<file path="src/sv/rftc_pkg.sv">
// Package: shared types, constants and helpers for the rational frame time converter.
`default_nettype none
package rftc_pkg;

    // Nanoseconds per second, fits in 30 bits
    localparam logic [29:0] NS_PER_SEC = 30'd1000000000;

    // Number of restoring division steps, one per quotient bit
    localparam int DIV_STEPS = 64;

    // Configuration register indexes
    localparam logic REG_RATE_NUM = 1'b0;
    localparam logic REG_RATE_DEN = 1'b1;

    // Operation codes carried with every item
    typedef enum logic [1:0] {
        OP_INDEX_TO_TIME = 2'd0,
        OP_FLOOR_COUNT   = 2'd1,
        OP_CEIL_COUNT    = 2'd2,
        OP_MIN_DURATION  = 2'd3
    } op_t;

    // Product leaving the multiplier stages
    typedef struct packed {
        op_t          op;
        logic [127:0] prod;
    } mul_data_t;

    // Payload handed from one divider cell to the next
    typedef struct packed {
        op_t         op;
        logic        sat;
        logic [63:0] rem;
        logic [63:0] low;
        logic [63:0] quo;
    } div_data_t;

    // Count conversions divide by the period, time conversions by the numerator
    function automatic logic [63:0] divisor_sel(op_t op, logic [31:0] num,
                                                logic [61:0] period);
        logic [63:0] d;
        if (op == OP_FLOOR_COUNT || op == OP_CEIL_COUNT)
            d = {2'b00, period};
        else
            d = {32'd0, num};
        return d;
    endfunction

    // Count conversions multiply by the numerator, time conversions by the period
    function automatic logic [61:0] factor_sel(op_t op, logic [31:0] num,
                                               logic [61:0] period);
        logic [61:0] m;
        if (op == OP_FLOOR_COUNT || op == OP_CEIL_COUNT)
            m = {30'd0, num};
        else
            m = period;
        return m;
    endfunction

endpackage
`default_nettype wire

</file>
<file path="src/sv/rftc_div_cell.sv">
// Divider cell: one restoring division step, one quotient bit per cell.
`default_nettype none
module rftc_div_cell
    import rftc_pkg::*;
(
    input  wire logic        clk,
    input  wire logic        rst_n,
    input  wire logic        en,
    input  wire logic [31:0] num,
    input  wire logic [61:0] period,
    input  wire logic        in_valid,
    input  wire div_data_t   in_data,
    output logic             out_valid,
    output div_data_t        out_data
);

    logic [63:0] divisor;
    logic [63:0] rem_sh;
    logic        ge;
    div_data_t   data_next;
    logic        valid_reg;
    div_data_t   data_reg;

    // Shift in the next dividend bit, subtract when it fits
    always_comb
    begin
        divisor        = divisor_sel(in_data.op, num, period);
        rem_sh         = {in_data.rem[62:0], in_data.low[63]};
        ge             = (rem_sh >= divisor);
        data_next      = in_data;
        data_next.rem  = ge ? (rem_sh - divisor) : rem_sh;
        data_next.low  = {in_data.low[62:0], 1'b0};
        data_next.quo  = {in_data.quo[62:0], ge};
    end

    always_ff @(posedge clk or negedge rst_n)
    begin
        if (!rst_n)
            valid_reg <= 1'b0;
        else if (en)
            valid_reg <= in_valid;
    end

    always_ff @(posedge clk)
    begin
        if (en)
            data_reg <= data_next;
    end

    assign out_valid = valid_reg;
    assign out_data  = data_reg;

endmodule
`default_nettype wire

</file>
<file path="config.mk">
export PLATFORM = sky130hd
export DESIGN_NAME = rftc_div_cell
export DESIGN_NICKNAME = d
export VERILOG_FILES = /design/src/sv/rftc_pkg.sv /design/src/sv/rftc_div_cell.sv
export SDC_FILE = /design/constraint.sdc
export NUM_CORES = 1
export LEC_CHECK = 0
export BUFFER_PORTS_ARGS = -buffer_cell sky130_fd_sc_hd__buf_4
export CAP_MARGIN = 20
export CORE_AREA = 2 2 189 191
export CTS_CLUSTER_DIAMETER = 100
export CTS_CLUSTER_SIZE = 28
export DETAILED_ROUTE_END_ITERATION = 7
export DIE_AREA = 0 0 191 193
export REMOVE_ABC_BUFFERS = 1
export SYNTH_ARGS = -nofsm -noshare
export SYNTH_HDL_FRONTEND = slang
export SYNTH_SLANG_ARGS = --single-unit
</file>
<file path="constraint.sdc">
create_clock -name clk -period 0.8 [get_ports clk]
set_input_delay 0.04 -clock clk [delete_from_list [all_inputs] [get_ports clk]]
set_output_delay 0.04 -clock clk [all_outputs]
set_load 0.02 [all_outputs]
</file>
==> results of run 1 <==
## cell usage after synthesis (all sizes together) (4+ instances only)
library cell  count  area, µm²
and3              4       25.0
nor3              8       40.0
a211oi            7       52.6
nand3            16       80.1
mux2i            31        310
a31oi             7       43.8
ha               62        776
o21a              7       52.6
clkbuf           39        146
or3               4       25.0
o21bai           15        113
nand4            20        140
nor2b             8       50.1
nor2             47        176
o41ai             6       78.8
mux2              4       45.0
edfxtp          194       5830
a21oi            82        410
and2              6       37.5
o21ai            97        489
o31ai             5       37.5
inv              18       67.6
buf              11       62.6
xnor2            35        307
xor2             25        219
a21o             47        353
o211ai            4       30.0
nand2           142        533
nand2b            6       37.5
## worst max path at each step
stage,startpoint,to,cells past startpoint
floorplan,in_data[194],out_data[175],15
global placement,in_data[194],out_data[181],16
detailed placement,in_data[194],out_data[181],16
CTS,in_data[193],out_data[189],17
global route,in_data[193],out_data[189],17
finish,in_data[193],out_data[175],20
## area by class of cell
| type | count | area (µm²) | share of cell area |
|---|---|---|---|
| Timing Repair Buffer | 1011 | 9370 | 0.423 |
| Multi-Input combinational cell | 731 | 5630 | 0.254 |
| Clock buffer | 17 | 425 | 0.0192 |
| Inverter | 18 | 75.1 | 0.00339 |
| Antenna cell | 9 | 22.5 | 0.00102 |
| Sequential cell | 195 | 5850 | 0.264 |
| Tap cell | 461 | 577 | 0.0260 |
| Clock inverter | 15 | 198 | 0.00893 |
## per-layer routing
layer / global-route usage / share of wire
met3: 0.0386 / 0.054
met2: 0.454 / 0.51
met1: 0.314 / 0.40
met4: 0.0939 / 0.031
met5: 0 / 0.00018
## logic make-up after synthesis
group,share of synthesized area
other,0.000344
AND/OR/NAND/NOR,0.113
flip-flops,0.537
XOR/XNOR,0.0482
buffers and inverters,0.0254
adder cells (fa/ha/maj),0.0731
multiplexers,0.0326
AO/OA/AOI/OAI,0.170
## state kept, by name, indices dropped and copies added (netlist names)
name,cells
out_valid,1
out_data,194
## metrics by stage
| step | instance area [µm²] | std cells | power (µW) |
|---|---|---|---|
| 3_5_place_dp | 17300 | 2180 | 26800 |
| 5_1_grt | 22200 | 2457 | 41500 |
| 6_report | 22200 | 2457 | 39800 |
| 3_3_place_gp | 17300 | 2180 | 26700 |
| 4_1_cts | 21900 | 2447 | 39300 |
| 2_1_floorplan | 10700 | 944 | 19500 |
## power groups by stage
stage / clock network [µW] / registers, µW / logic, µW
after floorplan: 0 / 15000 / 4500
after global placement: 0 / 13500 / 13200
after detailed placement: 0 / 13500 / 13300
after CTS: 9170 / 13500 / 16600
after global routing: 9580 / 13700 / 18200
final: 9100 / 13600 / 17100
## repair_timing
| action | 4_1_cts | 5_1_grt |
|---|---|---|
| hold endpoints to repair | 197 | 0 |
| endpoints found under the setup margin | 260 | 261 |
| resized for setup | 423 | 62 |
| cloned | 11 | 1 |
| pin swaps | 86 | 29 |
| setup buffers | 28 | 5 |
| hold buffers | 197 | 0 |
==> impl_results.md, run 1 <==
- Status: complete, but fails checks
- Violated checks: negative setup slack
- CTS tree: done
- Clock Power Share: 0.229
- Number of global-route vias before repair: around 12000
- Worst Reg2Reg Path Length in Cells: 1
- EDFF count, synth: roughly 190
- Most common cell on crit path: buf_12
- Commonest cells after routing, fill and taps aside: buf_4 (573), buf_6 (198), dlygate4sd3_1 (197)
- Post-route ant nets: 0
- Drt via density: roughly 5
- Drc violations: 0
- Post-Syn Instances: a little under 1000
- Lkg Pwr: about 0.0097 µW
- Crit path kind: in2reg
- Std cell rows: 69
- Final Util: 0.633
- CTS root buf: clkbuf_16
- Worst Max-Slew Pin Slew: roughly 0.57 ns
- Final min period: approximately 3.3 ns
- Post-Route Setup TNS: -197.07 ns
- Layout overhead on the synthesized area: 103%
- Clk_lat worst skew: around 0.45 ns
- Reg-to-reg startpoint: out_valid
- Global-route wire length before repair: ~72000 µm
- Number of fill cells: around 2700
- WP buf/inv: 7
- CP startpoint kind: input port
- Max Slew Vio Count: 0
- Switching share of power: 0.339
- R2r setup slk: ~0.01 ns
- CP top delay family: compound AO/OA/AOI/OAI gates
- Max stage delay on crit path: ~0.37 ns
- Ys flop type: edfxtp_1
- Commonest non-fill, non-tap cell in the layout: buf_4
- I/O Buffers: just under 500
- Synth Area per Inst: 11.0 µm²
- Final setup fails: 260
- Register area share after synthesis: 0.537
- Post-Syn Area: 10900 µm²
- VDD IR max: roughly 1.5 mV
- Pwr per Cell Area: ~1800 nW/µm²
- RSZ-0062 raised after global routing: yes
- I/O pin count: approximately 490
- Initial core utilization: 0.312
- Synth cell types: 62
- Setup slack after placement: -3.27 ns
- Clock skew: 0 ns
- CP Capture Type: register
- Clk buf depth: 2
- Worst hold stages: 3
- Fin worst setup slack: -2.46 ns
- Hold Slack: around 0.034 ns
- Net switching power: between 10000 and 15000 µW
- R2R Path End: out_valid
- Sink Count: about 200
- Hold_sp: in_data[185]
- Final Hold Vio Count: 0
- Flops & latches, synth: about 200
- CTS buffer count: 17
- Starting DRT DRC Count: between 800 and 900
- Maximum level of the CTS H-tree: 4
- Via count: 11900
- Largest net degree at the start of global routing: 27
- Synth async-reset ratio: 0.00513
- Total global routing overflow: 0
- Hold Path Class: in2reg
- Hold EP: out_data[186]
- Max Fclk: 307 MHz
- Critical path data arrival time: around 3.5 ns
- Core area: roughly 35000 µm²
- Slew HR: 0.615
- Crit-path max FO: 5
- TritonRoute pass-1 iters: 7
- CP max stage cell: o41ai_4
- Fin crit share: 4.08
- Total die area: 36900 µm²
- Final net count: ~2300
- Post-Route WL: just under 50000 µm
- CP Cell Sequence: buf_8 > xor2_4 > buf_12 > buf_12 > buf_12 > buf_8 > mux2i_1 > ha_1 > a21oi_2 > o21ai_2 > and2_4 > o41ai_4 > buf_4 > nand3_2 > a21oi_2 > o211ai_1 > buf_4 > o41ai_4 > xnor2_2 > mux2_4
- DIE HEIGHT: ~190 µm
- Share of cells above drive strength 1: 0.507
- Cell-internal power: 26300 µW
- Max-Cap Viols: 0
- Initial antenna violation count: 10
- Yosys warnings: 0
- CP Data Required Time: 1.00 ns
- GRT Total Usage: 0.256
- WL per Instance: 20.1 µm
- Dpl hpwl: 35600 µm
- Gpl congestion: ~0.96
- Gate power share: 0.431
- Seq pwr share: 0.341
- Die X-Extent: approximately 190 µm
- Reg clk slew, reported paths: ~0.09 ns
No activity file was read; power rests on OpenSTA's default activity.
==> run 2, diff against run 1 <==
Settings changed: RECOVER_POWER set to 25, SETUP_SLACK_MARGIN set to 0.2.
==> run 2 against run 1 <==
- largest power group unchanged
- critical path depth unchanged
- fmax down 1.4%
- combinational power about the same
- hold slack worse by 0.19 ns
- sequential power about the same
- first-iteration DRC count down 20%
- via count down 0.90%
- clock power down 0.8%
- the flow finishes with violations (negative hold slack, negative setup slack)
==> impl_results.md, run 2 (same netlist as run 1, synthesis figures left out) <==
- Status: complete, but fails checks (unchanged)
- Violated checks: negative hold slack, negative setup slack (was negative setup slack)
- Max reg flops: 194 (unchanged)
- Register area: 5850 µm² (unchanged)
- Drc violations: 0 (unchanged)
- Max stage delay on crit path: 0.33 ns (was 0.37 ns)
- DIE HEIGHT: 193 µm (unchanged)
- Post-Route WL: 48600 µm (was 49400 µm)
- Max-Cap Viols: 0 (unchanged)
- Sink Count: 195 (unchanged)
- Drt via density: 4.91 (was 4.86)
- Layout overhead on the synthesized area: 100% (was 103%)
- I/O pin count: 489 (unchanged)
- Starting DRT DRC Count: 671 (was 839)
- Final setup fails: 411 (was 260)
- Reg clk slew, reported paths: 0.09 ns (about the same)
- CTS Hold Bufs: 146 (was 197)
- Std cell rows: 69 (unchanged)
- Via count: 11800 (was 11900)
- CP Data Required Time: 1.00 ns (about the same)
- Most common cell on crit path: buf_12 (unchanged)
- Pwr per Cell Area: 1820 nW/µm² (was 1800 nW/µm²)
- Core area: 35000 µm² (unchanged)
- Total die area: 36900 µm² (unchanged)
- Hold Slack: -0.156 ns (was 0.0339 ns)
- Slew HR: 0.569 (was 0.615)
- TritonRoute pass-1 iters: 5 (was 7)
- Total global routing overflow: 0 (unchanged)
- Global-route wire length before repair: 69400 µm (was 71700 µm)
- Final Hold Vio Count: 48 (was 0)
- Dpl hpwl: 35600 µm (unchanged)
- Number of fill cells: 2734 (was 2693)
- Worst Reg2Reg Path Length in Cells: 1 (unchanged)
- Largest net degree at the start of global routing: 27 (unchanged)
- CTS buffer count: 17 (unchanged)
- Initial antenna violation count: 9 (was 10)
- VDD IR max: 1.50 mV (was 1.49 mV)
- Clk buf depth: 2 (unchanged)
- Max Slew Vio Count: 0 (unchanged)
- Worst Max-Slew Pin Slew: 0.647 ns (was 0.572 ns)
- Commonest cells after routing, fill and taps aside: buf_4 (572), buf_6 (204), edfxtp_1 (194) (was buf_4 (573), buf_6 (198), dlygate4sd3_1 (197))
- Met2 Use GR: 0.431 (was 0.454)
- I/O Buffers: 485 (unchanged)
- Critical path data arrival time: 3.50 ns (was 3.46 ns)
- Crit-path max FO: 7 (was 5)
- GRT Total Usage: 0.248 (was 0.256)
- Lkg Pwr: 0.00964 µW (was 0.00973 µW)
- Hold Path Class: in2reg (unchanged)
- RSZ-0062 raised after global routing: yes (unchanged)
- WL per Instance: 20.1 µm (about the same)
- Met1 Use GR: 0.306 (was 0.314)
- Max Fclk: 302 MHz (was 307 MHz)
- GRT busiest layer: met2 (unchanged)
- Setup slack after placement: -3.27 ns (unchanged)
- Fin crit share: 4.13 (was 4.08)
- Share of cells above drive strength 1: 0.529 (was 0.507)
- Clk_lat worst skew: 0.44 ns (was 0.45 ns)
- Multi-input combinational cell area: 5790 µm² (was 5630 µm²)
- Commonest non-fill, non-tap cell in the layout: buf_4 (unchanged)
- Worst hold stages: 2 (was 3)
- CP startpoint kind: input port (unchanged)
- Die X-Extent: 191 µm (unchanged)
- CTS root buf: clkbuf_16 (unchanged)
- Fin worst setup slack: -2.51 ns (was -2.46 ns)
- CTS tree: done (unchanged)
- Final net count: 2285 (was 2330)
- Met3 GRT Util: 0.0393 (was 0.0386)
- Final min period: 3.31 ns (was 3.26 ns)
- Post-route ant nets: 0 (unchanged)
- CP Capture Type: register (unchanged)
- Number of global-route vias before repair: 12000 (was 12300)
- Gpl congestion: 0.962 (unchanged)
- Clock skew: 0 ns (unchanged)
- Initial core utilization: 0.312 (unchanged)
- Crit path kind: in2reg (unchanged)
- Maximum level of the CTS H-tree: 4 (unchanged)
- CP Cell Sequence: buf_8 > xor2_4 > buf_12 > buf_12 > buf_12 > buf_6 > mux2i_1 > ha_1 > and3_4 > a211o_1 > o22ai_2 > o21a_1 > o221ai_2 > a21o_1 > a21oi_2 > buf_4 > o21a_4 > buf_12 > inv_8 > mux2_4 (was buf_8 > xor2_4 > buf_12 > buf_12 > buf_12 > buf_8 > mux2i_1 > ha_1 > a21oi_2 > o21ai_2 > and2_4 > o41ai_4 > buf_4 > nand3_2 > a21oi_2 > o211ai_1 > buf_4 > o41ai_4 > xnor2_2 > mux2_4)
- CP max stage cell: ha_1 (was o41ai_4)
[run 2: changes by cell type in the layout (fill, tap and decap cells not counted), moves of 5 or more]
cell and change:
o21ai_2 +8, nand2_2 -5, buf_6 +6, nand2_4 +15, o21ai_1 -10, nand2_1 -10
mux2i_1 -5, dlygate4sd3_1 -51
[run 2: repair_timing]
| item | 4_1_cts | 5_1_grt |
|---|---|---|
| gates resized for setup | 383 | 133 |
| pin swaps | 35 | 70 |
| endpoints found under the hold margin | 197 | 48 |
| cloned | 6 | 5 |
| setup endpoints to repair | 261 | 261 |
| setup buffers | 23 | 11 |
[run 2: cell type report]
type	count	area share
Clock inverter	15	0.00907
Timing Repair Buffer	966	0.407
Multi-Input combinational cell	731	0.265
Sequential cell	195	0.268
Antenna cell	8	0.000918
Tap cell	461	0.0265
Inverter	18	0.00344
Clock buffer	17	0.0195
[run 2: metal layers]
| layer | part of all wire | wire length, µm |
|---|---|---|
| met2 | 0.50 | 24200 |
| met4 | 0.041 | 2010 |
| met3 | 0.055 | 2690 |
| met5 | 0.00025 | 12 |
| met1 | 0.40 | 19600 |
[run 2: through the flow]
stage	std cells	power, µW	util	instance area [µm²]	setup TNS, ns
6_report	2411	39700	0.624	21800	-221.68
5_1_grt	2410	41400	0.623	21800	-240.72
4_1_cts	2387	38700	0.603	21100	-197.68
3_5_place_dp	2180	26800	0.494	17300	-198.81
3_3_place_gp	2180	26700	0.494	17300	-195.38
2_1_floorplan	944	19500	-	10700	-480.95
[run 2: final timing paths]
path,slack [ns],start,endpoint
min reg2reg,0.59,out_valid,out_valid
max in group asynchronous,0.22,rst_n,out_valid
min,-0.16,in_valid,out_valid
min in group asynchronous,0.48,rst_n,out_valid
max reg2reg,0,out_valid,out_valid
max,-2.51,in_data[193],out_data[175]
[run 2: report_power, final]
part / switching [µW] / internal (µW) / total, µW
Sequential: 713 / 12900 / 13600
Combinational: 8050 / 9010 / 17100
Clock: 4700 / 4330 / 9030
Total: 13500 / 26200 / 39700
[run 2: critical path, delay by kind of cell]
kind,cells,cell delay [ns]
AOI/OAI and AO/OA,7,1.26
xor gates and xnor gates,1,0.17
and+or+nand+nor,1,0.23
buffers and inverters,8,0.96
adders and majority gates,1,0.33
muxes,2,0.51
